===== config.mk =====
export PLATFORM = sky130hd
export DESIGN_NAME = file_mode_string_parser_unit
export DESIGN_NICKNAME = d
export VERILOG_FILES = /design/src/rtl/core/fmsp_pkg.sv /design/src/rtl/core/fmsp_step.sv /design/src/rtl/core/fmsp_core.sv /design/src/rtl/core/file_mode_string_parser_unit.sv
export SDC_FILE = /design/constraint.sdc
export NUM_CORES = 1
export LEC_CHECK = 0
export BUFFER_PORTS_ARGS = -buffer_cell sky130_fd_sc_hd__buf_2
export CORE_MARGIN = 4
export CORE_UTILIZATION = 50
export DETAILED_ROUTE_END_ITERATION = 10
export GPL_ROUTABILITY_DRIVEN = 0
export PLACE_DENSITY = 0.75
export SYNTH_ARGS = -nofsm -noshare
export SYNTH_HDL_FRONTEND = slang
export SYNTH_SLANG_ARGS = --single-unit
export TNS_END_PERCENT = 1

===== constraint.sdc =====
create_clock -name clk -period 2.5 [get_ports clk]
set_clock_uncertainty 0.05 [all_clocks]
set_input_delay 0.375 -clock clk [delete_from_list [all_inputs] [get_ports clk]]
set_output_delay 0.375 -clock clk [all_outputs]
set_load 0.01 [all_outputs]

===== src/rtl/core/fmsp_pkg.sv =====
// ----------------------------------------------------------------------------
// File mode string parser package
// Shared item types, parser state and character codes.
// ----------------------------------------------------------------------------
package fmsp_pkg;

    // Permission bits of a full mode word.
    localparam logic [11:0] MODE_MASK = 12'o7777;

    // Parse phase of the current string.
    typedef enum logic [1:0] {
        PH_START,
        PH_OCTAL,
        PH_WHO,
        PH_PERM
    } phase_t;

    // Operator of the current symbolic segment.
    typedef enum logic [1:0] {
        OP_ADD,
        OP_SUB,
        OP_SET
    } op_t;

    // One input item: a character of the mode string plus sampled file data.
    typedef struct packed {
        logic [7:0]  ch;
        logic        last;
        logic [11:0] current_mode;
        logic        is_dir;
    } in_item_t;

    // One result item.
    typedef struct packed {
        logic [11:0] mode_bits;
        logic        invalid;
    } out_item_t;

    // Parser state carried from one character to the next.
    typedef struct packed {
        logic [11:0] working_mode;
        logic [11:0] octal_accum;
        logic        octal_overflow;
        phase_t      phase;
        logic [2:0]  who_mask;
        op_t         pending_op;
        logic [11:0] pending_bits;
        logic        exec_allowed;
        logic        dir_flag;
        logic        error_seen;
    } parse_state_t;

    localparam parse_state_t STATE_IDLE = '{
        working_mode:   12'd0,
        octal_accum:    12'd0,
        octal_overflow: 1'b0,
        phase:          PH_START,
        who_mask:       3'd0,
        pending_op:     OP_ADD,
        pending_bits:   12'd0,
        exec_allowed:   1'b0,
        dir_flag:       1'b0,
        error_seen:     1'b0
    };

    // ASCII codes used by the parser.
    localparam logic [7:0] CH_0     = 8'h30;
    localparam logic [7:0] CH_7     = 8'h37;
    localparam logic [7:0] CH_9     = 8'h39;
    localparam logic [7:0] CH_PLUS  = 8'h2B;
    localparam logic [7:0] CH_MINUS = 8'h2D;
    localparam logic [7:0] CH_EQ    = 8'h3D;
    localparam logic [7:0] CH_COMMA = 8'h2C;
    localparam logic [7:0] CH_LO_A  = 8'h61;
    localparam logic [7:0] CH_LO_G  = 8'h67;
    localparam logic [7:0] CH_LO_O  = 8'h6F;
    localparam logic [7:0] CH_LO_R  = 8'h72;
    localparam logic [7:0] CH_LO_S  = 8'h73;
    localparam logic [7:0] CH_LO_T  = 8'h74;
    localparam logic [7:0] CH_LO_U  = 8'h75;
    localparam logic [7:0] CH_LO_W  = 8'h77;
    localparam logic [7:0] CH_LO_X  = 8'h78;
    localparam logic [7:0] CH_UP_X  = 8'h58;

endpackage


===== src/rtl/core/fmsp_step.sv =====
// ----------------------------------------------------------------------------
// File mode string parser character step
// Combinational next-state and end-of-string result for one character.
// ----------------------------------------------------------------------------
module fmsp_step
    import fmsp_pkg::*;
(
    input  parse_state_t cur,
    input  logic         cnt_full,
    input  in_item_t     item,
    output parse_state_t nxt,
    output out_item_t    result
);

    // No who letters means all of u, g and o.
    function automatic logic [2:0] eff_who(input logic [2:0] mask);
        eff_who = (mask == 3'd0) ? 3'b111 : mask;
    endfunction

    // Place an rwx triple into each selected class.
    function automatic logic [11:0] spread(input logic [2:0] trip, input logic [2:0] who);
        spread = {3'b000,
                  who[0] ? trip : 3'b000,
                  who[1] ? trip : 3'b000,
                  who[2] ? trip : 3'b000};
    endfunction

    // Fold the gathered bits of a segment into the mode.
    function automatic logic [11:0] apply_seg(input logic [11:0] mode, input op_t op,
                                              input logic [11:0] bits,
                                              input logic [2:0] who);
        logic [11:0] clr;
        clr = 12'd0;
        if (who[0]) clr = clr | 12'o4700;
        if (who[1]) clr = clr | 12'o2070;
        if (who[2]) clr = clr | 12'o1007;
        unique case (op)
            OP_ADD:  apply_seg = mode | bits;
            OP_SUB:  apply_seg = mode & ~bits;
            OP_SET:  apply_seg = (mode & ~clr) | bits;
            default: apply_seg = mode;
        endcase
    endfunction

    parse_state_t s;
    logic         err;
    logic         is_op;
    logic [2:0]   who;
    logic [11:0]  seg_mode;
    op_t          new_op;
    logic [11:0]  fin_mode;
    logic [11:0]  mode_out;
    logic         bad;

    // Operator decode for a new segment.
    always_comb
    begin
        is_op = (item.ch == CH_PLUS) || (item.ch == CH_MINUS) || (item.ch == CH_EQ);
        if (item.ch == CH_PLUS)
            new_op = OP_ADD;
        else if (item.ch == CH_MINUS)
            new_op = OP_SUB;
        else
            new_op = OP_SET;
    end

    // Character step.
    always_comb
    begin
        s        = cur;
        err      = cur.error_seen | cnt_full;
        who      = 3'b111;
        seg_mode = 12'd0;

        // First character samples the file data and picks the mode style.
        if (cur.phase == PH_START)
        begin
            s.working_mode = item.current_mode;
            s.dir_flag     = item.is_dir;
            if (item.ch >= CH_0 && item.ch <= CH_9)
                s.phase = PH_OCTAL;
            else
            begin
                s.phase    = PH_WHO;
                s.who_mask = 3'd0;
            end
        end

        who = eff_who(s.who_mask);

        if (!err)
        begin
            if (s.phase == PH_OCTAL)
            begin
                if (item.ch >= CH_0 && item.ch <= CH_7)
                begin
                    if (s.octal_accum[11:9] != 3'd0)
                        s.octal_overflow = 1'b1;
                    s.octal_accum = {s.octal_accum[8:0], item.ch[2:0]};
                end
                else
                    err = 1'b1;
            end
            else if (s.phase == PH_WHO)
            begin
                // Who letters, an operator, or an empty clause.
                priority if (item.ch == CH_LO_U)
                    s.who_mask = s.who_mask | 3'b001;
                else if (item.ch == CH_LO_G)
                    s.who_mask = s.who_mask | 3'b010;
                else if (item.ch == CH_LO_O)
                    s.who_mask = s.who_mask | 3'b100;
                else if (item.ch == CH_LO_A)
                    s.who_mask = 3'b111;
                else if (is_op)
                begin
                    s.pending_op   = new_op;
                    s.pending_bits = 12'd0;
                    s.exec_allowed = s.dir_flag | (|(s.working_mode & 12'o0111));
                    s.phase        = PH_PERM;
                end
                else if (item.ch == CH_COMMA)
                    s.who_mask = 3'd0;
                else
                    err = 1'b1;
            end
            else if (is_op)
            begin
                // Close the running segment and open a new one.
                seg_mode = apply_seg(s.working_mode, s.pending_op, s.pending_bits, who);
                s.working_mode = seg_mode;
                s.pending_op   = new_op;
                s.pending_bits = 12'd0;
                s.exec_allowed = s.dir_flag | (|(seg_mode & 12'o0111));
                s.phase        = PH_PERM;
            end
            else
            begin
                // Permission letters of the running segment.
                unique case (item.ch)
                    CH_COMMA:
                    begin
                        s.working_mode = apply_seg(s.working_mode, s.pending_op,
                                                   s.pending_bits, who);
                        s.pending_bits = 12'd0;
                        s.who_mask     = 3'd0;
                        s.phase        = PH_WHO;
                    end
                    CH_LO_R: s.pending_bits = s.pending_bits | spread(3'b100, who);
                    CH_LO_W: s.pending_bits = s.pending_bits | spread(3'b010, who);
                    CH_LO_X: s.pending_bits = s.pending_bits | spread(3'b001, who);
                    CH_UP_X:
                    begin
                        if (s.exec_allowed)
                            s.pending_bits = s.pending_bits | spread(3'b001, who);
                    end
                    CH_LO_S:
                    begin
                        if (who[0]) s.pending_bits = s.pending_bits | 12'o4000;
                        if (who[1]) s.pending_bits = s.pending_bits | 12'o2000;
                    end
                    CH_LO_T: s.pending_bits = s.pending_bits | 12'o1000;
                    CH_LO_U:
                        s.pending_bits = s.pending_bits | spread(s.working_mode[8:6], who);
                    CH_LO_G:
                        s.pending_bits = s.pending_bits | spread(s.working_mode[5:3], who);
                    CH_LO_O:
                        s.pending_bits = s.pending_bits | spread(s.working_mode[2:0], who);
                    default: err = 1'b1;
                endcase
            end
        end

        s.error_seen = err;
        nxt          = s;
    end

    // Result as it would stand if this character ends the string.
    always_comb
    begin
        if (!s.error_seen && s.phase == PH_PERM)
            fin_mode = apply_seg(s.working_mode, s.pending_op, s.pending_bits, who);
        else
            fin_mode = s.working_mode;
        mode_out         = (s.phase == PH_OCTAL) ? s.octal_accum : fin_mode;
        bad              = s.error_seen | s.octal_overflow;
        result.invalid   = bad;
        result.mode_bits = bad ? 12'd0 : (mode_out & MODE_MASK);
    end

endmodule


===== src/rtl/core/fmsp_core.sv =====
// ----------------------------------------------------------------------------
// File mode string parser core
// Parser state and character count registers around the character step.
// ----------------------------------------------------------------------------
module fmsp_core
    import fmsp_pkg::*;
#(
    parameter int MAX_LEN = 255,
    parameter int CNT_W   = 8
)
(
    input  logic      clk,
    input  logic      rst_n,
    input  logic      step_en,
    input  in_item_t  item,
    output out_item_t result
);

    parse_state_t state_reg;
    parse_state_t state_next;
    logic [CNT_W-1:0] count_reg;
    logic [CNT_W-1:0] count_next;
    logic             cnt_full;

    // Characters past the length limit only mark the string bad.
    assign cnt_full = (count_reg >= CNT_W'(MAX_LEN));

    fmsp_step u_step (
        .cur      (state_reg),
        .cnt_full (cnt_full),
        .item     (item),
        .nxt      (state_next),
        .result   (result)
    );

    // Count update; the last character returns to the start of a string.
    always_comb
    begin
        if (item.last)
            count_next = '0;
        else if (cnt_full)
            count_next = count_reg;
        else
            count_next = count_reg + CNT_W'(1);
    end

    // State registers.
    always_ff @(posedge clk or negedge rst_n)
    begin
        if (!rst_n)
        begin
            state_reg <= STATE_IDLE;
            count_reg <= '0;
        end
        else if (step_en)
        begin
            state_reg <= item.last ? STATE_IDLE : state_next;
            count_reg <= count_next;
        end
    end

endmodule


===== src/rtl/core/file_mode_string_parser_unit.sv =====
// ----------------------------------------------------------------------------
// File mode string parser unit
// Parses a chmod-style mode string, one character per item, into a mode.
// ----------------------------------------------------------------------------
// Usage:
// Input items arrive on item_valid/item_ready/item, one character each, with
// the file's current mode and directory flag (sampled on a string's first
// character) and a last flag on the final character. Results leave on
// result_valid/result_ready/result, one item per string, with the new mode
// and an invalid flag; the mode reads zero when invalid is set.
// Throughput is one character per cycle, except while a last character waits
// for the result register. An accepted character enters an input register and
// is parsed from there; parsing a last character loads the result register.
// When the receiver stalls, non-final characters keep flowing into the parser
// state; only a last character waits in the input register until the result
// register is free, and the input then stalls behind it.
// Reset clears the valid flags of both registers and returns the parser to the
// start of a string. Strings longer than MAX_LEN characters are reported invalid.
// ----------------------------------------------------------------------------
module file_mode_string_parser_unit
    import fmsp_pkg::*;
#(
    parameter int MAX_LEN = 255
)
(
    input  logic      clk,
    input  logic      rst_n,
    input  logic      item_valid,
    output logic      item_ready,
    input  in_item_t  item,
    output logic      result_valid,
    input  logic      result_ready,
    output out_item_t result
);

    localparam int CNT_W = $clog2(MAX_LEN + 1);

    in_item_t  in_reg;
    logic      in_valid_reg;
    out_item_t out_reg;
    logic      out_valid_reg;
    out_item_t step_result;
    logic      out_free;
    logic      step_en;

    // A held character advances unless it ends a string with no room for the result.
    assign out_free   = !out_valid_reg || result_ready;
    assign step_en    = in_valid_reg && (!in_reg.last || out_free);
    assign item_ready = !in_valid_reg || step_en;

    fmsp_core #(
        .MAX_LEN (MAX_LEN),
        .CNT_W   (CNT_W)
    ) u_core (
        .clk     (clk),
        .rst_n   (rst_n),
        .step_en (step_en),
        .item    (in_reg),
        .result  (step_result)
    );

    // Input register.
    always_ff @(posedge clk or negedge rst_n)
    begin
        if (!rst_n)
            in_valid_reg <= 1'b0;
        else if (item_ready)
            in_valid_reg <= item_valid;
    end

    always_ff @(posedge clk)
    begin
        if (item_ready && item_valid)
            in_reg <= item;
    end

    // Result register.
    always_ff @(posedge clk or negedge rst_n)
    begin
        if (!rst_n)
            out_valid_reg <= 1'b0;
        else if (step_en && in_reg.last)
            out_valid_reg <= 1'b1;
        else if (result_ready)
            out_valid_reg <= 1'b0;
    end

    always_ff @(posedge clk)
    begin
        if (step_en && in_reg.last)
            out_reg <= step_result;
    end

    assign result_valid = out_valid_reg;
    assign result       = out_reg;

    // A parsed last character always produces a result.
    assert property (@(posedge clk) disable iff (!rst_n)
        step_en && in_reg.last |=> result_valid)
        else $error("last character did not produce a result");

    // A last character blocked by a full result register stays put.
    assert property (@(posedge clk) disable iff (!rst_n)
        in_valid_reg && in_reg.last && out_valid_reg && !result_ready
        |=> in_valid_reg && $stable(in_reg))
        else $error("blocked last character was lost");

    // An invalid result carries a zero mode.
    assert property (@(posedge clk) disable iff (!rst_n)
        result_valid && result.invalid |-> result.mode_bits == 12'd0)
        else $error("invalid result with nonzero mode");

    // Non-final characters never wait on the output side.
    assert property (@(posedge clk) disable iff (!rst_n)
        in_valid_reg && !in_reg.last |-> step_en && item_ready)
        else $error("non-final character stalled");

endmodule

==> impl_metrics.csv, run 1 <==
group,metric,value,unit
critical_path,reg2regPathDepth,10,
clocking,cts-buffers-inserted,9,
logic_synthesis,seq_area_frac_synth,0.4589,
floorplanning,fp.dieArea,12520,um2
floorplanning,io_pins,41,
critical_path,worst_path_largest_cell_delay,470,ps
logic_synthesis,yosys.area.top_type_share,0.2642,
sta,final_max_slew_viol_count,0,
placed_design,place_inst,817,
placed_design,postPlaceCellArea,6619,um2
logic_synthesis,synth_largest_area_cell,"dfrtp_1",
logic_synthesis,syn-mean-instance-area,9.888,um2
layout,final_common_cell,"buf_4",
layout,largest_reg_flops,47,
critical_path,cell_with_the_most_instances_on_the_worst_path,"buf_4",
critical_path,setup.worst_path.end_class,"flop",
clocking,clock_tree_from_tritoncts,"done",
status,violations,"setup timing",
sta,max-slew-margin-rel,0.5730,
sta,hold_violations,0,
critical_path,timing.critical_path.fanout_max,9,
drt,viasPerCell,6.528,
drt,drc,0,
logic_synthesis,post_synth_num_cell_types,76,
logic_synthesis,netlist_instances,546,
hold_path,hold-path-endpoint,"in_reg[15]",
critical_path,critPathLaunchType,"flop",
floorplanning,fp-row-count,37,
hold_path,hold_path_startpoint,"item[15]",
layout,syn_to_final_growth,33.65,%
grt,first_global_vias,5327,
grt,global_route.usage.total,0.2864,
clocking,clk_latency,400,ps
sta,achievable-frequency,329.4,MHz
critical_path,cp.arrival,3190,ps
sta,fin_ws,-535.7,ps
pwr,pwr_density_cell,510.4,nW/um2
placed_design,numPortBuffers,40,
drt,drt_wl_total,18.23,mm
logic_synthesis,yosys_warnings,0,
drt,route.antenna.remaining_nets,0,
flow_run,maxCapViolCount,0,
grt,first_pass_grt_wire_length,28.29,mm
layout,stdcell_area,7216,um2
layout,fill_cells,746,
clocking,clkSlewWorstSetupHoldPaths,110,ps
pwr,power.ir.vdd_worst,0.4735,mV
critical_path,crit_path_top_delay_cell,"or3b_1",
logic_synthesis,postSynth.asyncResetShare,0.6196,
sta,setup_repair_after_global_routing_missed_its_margin,"true",
sta,timing.final.setup_violations,27,
sta,worst_slew_pin_slew,639.4,ps
status,outcome,"finished with violations",
drt,wire_per_inst,21.48,um
pwr,power.total,0.003683,W
floorplanning,die_y,111.9,um
hold_path,hold_path_cells,1,
drt,vias,5542,
critical_path,critical_path_buf_inv_count,2,
placed_design,hpwl,12.42,mm
floorplanning,core-area,10420,um2
critical_path,timing.critical_path.cells,"buf_4 > or3b_1 > a211oi_4 > buf_4 > a21o_1 > and3_4 > o21ai_4 > nor2_4 > a21oi_1 > a221oi_2",
layout,n_antenna_cell,0,
clocking,clock_tree.htree_level_count,3,
layout,final_layout_size_suffix_gt1_frac,0.3955,
floorplanning,die_w,111.9,um
logic_synthesis,ys_seq_elements,92,
layout,finalNonFillerCells,849,
clocking,cts_num_sinks,92,
logic_synthesis,synth-edff-count,35,
logic_synthesis,netlist_area,5399,um2
sta,timing.final.crit_period,3036,ps
critical_path,path_delay_family,"compound AO/OA/AOI/OAI gates",
logic_synthesis,yosys_most_used_dff,"dfrtp_1",
floorplanning,initial_core_util,0.5183,
pwr,power.leakage,3.090,nW
grt,maximum_number_of_pins_on_one_net_before_global_route_repair,58,
hold_path,min_path_type,"input port to flop",
layout,final_cell_mix,"buf_4, dfrtp_1, nand2_1",
drt,drtPass1Iterations,6,
sta,layout_worst_path_cycle_share,1.214,
critical_path,worst-endpoint-required,2660,ps
clocking,cts.path.max_buffers,2,
critical_path,regToRegEndpoint,"result[8]",
layout,final_net_count,735,
critical_path,setup.worst_path.class,"flop to flop",
logic_synthesis,synthesis.nets,573,
grt,antenna_found_initial,0,
drt,iter_0_drt_violations,879,
sta,setup_total_negative_slack,-6525,ps
critical_path,reg2reg_from,"in_reg[18]",
critical_path,ff2ff_setup_slack,-540,ps
clocking,clock_tree.root_cell,"clkbuf_8",
grt,globalRoute.totalOverflow,0,
logic_synthesis,synth.area.top_cells,"dfrtp_1, edfxtp_1, o21ai_0",
==> where the power goes <==
group,switching [W],leakage (nW),internal [W]
Combinational,0.000521,1.89,0.000431
Sequential,0.0000631,1.11,0.00166
Clock,0.000554,0.0846,0.000457
==> cells in the mapped netlist, drive strengths merged (3+ instances only) <==
library cell,instances
o21ai,58
dfrtp,57
a21oi,46
nand2,43
nor2,39
edfxtp,35
nor3,23
a22o,22
mux2i,19
clkbuf,16
a22oi,15
buf,13
nand2b,13
nand3,11
inv,9
a221oi,7
a31oi,7
mux2,7
nor2b,7
and2,6
and3,6
nand3b,6
or3,6
o31a,5
or2,5
nand4b,4
o211ai,4
a21o,3
a31o,3
a32o,3
o21bai,3
or3b,3
xnor2,3
==> what timing repair did <==
action	in CTS	in global routing
setup endpoints to repair	33	53
gates cloned	1	0
hold buffers	1	0
hold endpoints to repair	57	0
pin swaps	21	14
buffers inserted	7	7
gates resized for setup	34	42
==> metal layers <==
metal	track usage	vias up	routed length (um)
met5	0	-	0
met1	0.3806	2643	6814
li1	-	2413	-
met2	0.4452	378	8114
met3	0.08098	108	2153
met4	0.1111	0	1151
==> area by class of cell <==
cell class	instances	area (um2)	share of cell area
Clock buffer	11	131.4	0.01821
Inverter	9	33.78	0.004682
Timing Repair Buffer	179	1301	0.1803
Multi-Input combinational cell	417	3049	0.4226
Clock inverter	5	52.55	0.007283
Tap cell	136	170.2	0.02358
Sequential cell	92	2477	0.3433
==> kinds of logic (layout without fill, tap and decap cells) <==
group / after synthesis / after routing / synth area share
multiplexers: 26 / 26 / 0.04983
AND/OR/NAND/NOR: 187 / 187 / 0.1900
AO/OA/AOI/OAI: 197 / 198 / 0.2614
flip-flops: 92 / 92 / 0.4589
XOR/XNOR: 5 / 5 / 0.008113
adder cells (fa/ha/maj): 1 / 1 / 0.002317
buffers and inverters: 38 / 204 / 0.02943
==> worst max-delay path by stage <==
stage / startpoint / endpoint / depth (start not counted) / slack (ps)
6_report: in_reg[18] / result[8] / 10 / -540
5_1_grt: in_reg[18] / result[8] / 10 / -550
4_1_cts: in_reg[16] / result[1] / 9 / -280
3_5_place_dp: in_reg[15] / result[8] / 9 / -380
3_3_place_gp: in_reg[15] / result[1] / 9 / -300
2_1_floorplan: u_core.count_reg[1] / result[7] / 10 / -110
==> through the flow <==
step                        util  worst slack [ps]  hold slack [ps]
after floorplan                -            -111.7            29.41
after global placement    0.6354            -296.4            353.3
after detailed placement  0.6354            -377.3            357.2
after CTS                 0.6735            -284.6            90.64
after global routing      0.6927            -545.6            83.55
final                     0.6927            -535.7            96.01
Power figures use the tool's default switching activity.
==> inputs of run 2 (changes only) <==
Settings changed: PLACE_DENSITY 0.75 to 0.68.
==> run 2 against run 1 <==
Against the previous run:
- the flow still finishes with violations (setup timing)
- count of clock-buffer cells in the layout up 1
- combinational power is essentially flat
- final cell count is 0.94% lower
- clock power decreased by 9.8%
- critical endpoint is now result[4]
- largest cell class unchanged
==> impl_metrics.csv, run 2 (synthesis results as in run 1) <==
group,metric,value,unit
sta,fin_ws,-343.8,ps
critical_path,ff2ff_setup_slack,-340,ps
pwr,pwr_density_cell,506.1,nW/um2
critical_path,timing.critical_path.fanout_max,7,
floorplanning,core-area,10420,um2
drt,wire_per_inst,19.65,um
clocking,clock_tree.root_cell,"clkbuf_8",
grt,met1_usage_grt,0.3574,
sta,timing.final.crit_period,2844,ps
grt,first_global_vias,5036,
critical_path,critPathLaunchType,"flop",
clocking,clock_tree.htree_level_count,3,
layout,post-route-util,0.6786,
sta,achievable-frequency,351.6,MHz
drt,vias,5205,
critical_path,path_delay_family,"simple AND/OR/NAND/NOR gates",
grt,global_route.usage.total,0.2659,
status,violations,"setup timing",
clocking,hold_buffers,0,
placed_design,minimum_setup_slack_after_placement,-342.8,ps
floorplanning,io_pins,41,
sta,layout_worst_path_cycle_share,1.138,
hold_path,min_path_type,"input port to asynchronous set/reset pin",
clocking,clk_latency,380,ps
sta,hold_violations,0,
critical_path,worst-endpoint-required,2590,ps
pwr,power.total,0.003577,W
floorplanning,die_w,111.9,um
layout,register_area,2477,um2
clocking,clock_tree_from_tritoncts,"done",
pwr,power.leakage,3.017,nW
floorplanning,initial_core_util,0.5183,
critical_path,timing.critical_path.cells,"buf_4 > or4b_4 > or3_1 > o41ai_1 > o31a_1 > a22oi_1 > nand2b_1 > a31oi_1 > o31a_1",
critical_path,reg2reg_from,"in_reg[16]",
sta,timing.final.setup_violations,19,
grt,maximum_number_of_pins_on_one_net_before_global_route_repair,37,
layout,largest_reg_flops,47,
grt,globalRoute.totalOverflow,0,
floorplanning,fp.dieArea,12520,um2
clocking,cts-buffers-inserted,9,
grt,grtUsageMet2,0.4173,
status,outcome,"finished with violations",
layout,fill_cells,861,
drt,viasPerCell,6.189,
sta,worst_slew_pin_slew,917.3,ps
critical_path,setup.worst_path.class,"flop to flop",
floorplanning,die_y,111.9,um
critical_path,cp.arrival,2940,ps
sta,max-slew-margin-rel,0.3884,
layout,final_net_count,727,
critical_path,timing.critical_path.depth,9,
layout,multi_input_logic_area,2993,um2
layout,final_cell_mix,"buf_4, dfrtp_1, nand2_1",
grt,first_pass_grt_wire_length,26.32,mm
critical_path,worst_path_largest_cell_delay,500,ps
layout,n_antenna_cell,0,
flow_run,maxCapViolCount,0,
critical_path,crit_path_end,"result[4]",
placed_design,numPortBuffers,40,
sta,final_max_slew_viol_count,0,
drt,iter_0_drt_violations,544,
critical_path,cell_with_the_most_instances_on_the_worst_path,"o31a_1",
critical_path,crit_path_top_delay_cell,"or4b_4",
layout,final_common_cell,"buf_4",
sta,setup_repair_after_global_routing_missed_its_margin,"true",
drt,drc,0,
critical_path,critical_path_buf_inv_count,1,
critical_path,regToRegEndpoint,"result[4]",
drt,drt_wl_total,16.53,mm
grt,antenna_found_initial,0,
placed_design,hpwl,12.10,mm
critical_path,reg2regPathDepth,9,
clocking,cts_num_sinks,92,
grt,grt_most_used_layer,"met2",
clocking,cts.path.max_buffers,2,
layout,syn_to_final_growth,30.92,%
critical_path,setup.worst_path.end_class,"flop",
drt,drtPass1Iterations,5,
floorplanning,fp-row-count,37,
layout,final_layout_size_suffix_gt1_frac,0.3702,
sta,setup_total_negative_slack,-3186,ps
critical_path,worstSetupStartpoint,"in_reg[16]",
grt,use_met3,0.06576,
clocking,clkSlewWorstSetupHoldPaths,90,ps
drt,route.antenna.remaining_nets,0,
pwr,power.ir.vdd_worst,0.5813,mV
==> run 2: where the power goes <==
part | internal [W] | leakage (nW) | total, W | switching, W
clock network | 0.000386 | 0.0840 | 0.000911 | 0.000525
registers | 0.00166 | 1.11 | 0.00172 | 0.0000578
logic | 0.000435 | 1.82 | 0.000950 | 0.000515
==> run 2: through the flow <==
stage	hold WS [ps]	std cells	cell area, um2
5_1_grt	88.37	841	7068
6_report	72.34	841	7068
3_5_place_dp	428.0	817	6619
2_1_floorplan	29.41	546	5424
3_3_place_gp	411.0	817	6619
4_1_cts	69.52	837	6924
==> run 2: cell type report <==
cell class	count	area share
Tap cell	136	0.02408
Clock inverter	4	0.003540
Timing Repair Buffer	171	0.1731
Multi-Input combinational cell	417	0.4234
Clock buffer	12	0.02053
Inverter	9	0.004780
Sequential cell	92	0.3505
==> run 2: repair_timing <==
| action | in CTS | in global routing |
|---|---|---|
| gates resized for setup | 22 | 33 |
| endpoints found under the hold margin | 0 | 0 |
| setup endpoints to repair | 29 | 50 |
| pin swaps | 10 | 6 |
| gates cloned | 0 | 1 |
| buffers inserted | 4 | 3 |
==> run 2: worst min path at each step <==
stage                    startpoint                    to  slack [ps]  cells after the start
2_1_floorplan                 rst_n          in_valid_reg          30                      0
6_report                      rst_n   u_core.count_reg[4]          70                      1
5_1_grt                     item[5]             in_reg[5]          90                      1
3_5_place_dp   u_core.state_reg[46]  u_core.state_reg[46]         430                      2
3_3_place_gp    u_core.state_reg[1]   u_core.state_reg[1]         410                      2
4_1_cts                       rst_n   u_core.count_reg[4]          70                      1
==> run 2: layer usage <==
metal | part of all wire | vias to the layer above
met3 | 0.074 | 42
met4 | 0.029 | 0
met2 | 0.46 | 229
met5 | 0 | -
met1 | 0.44 | 2538
li1 | - | 2396
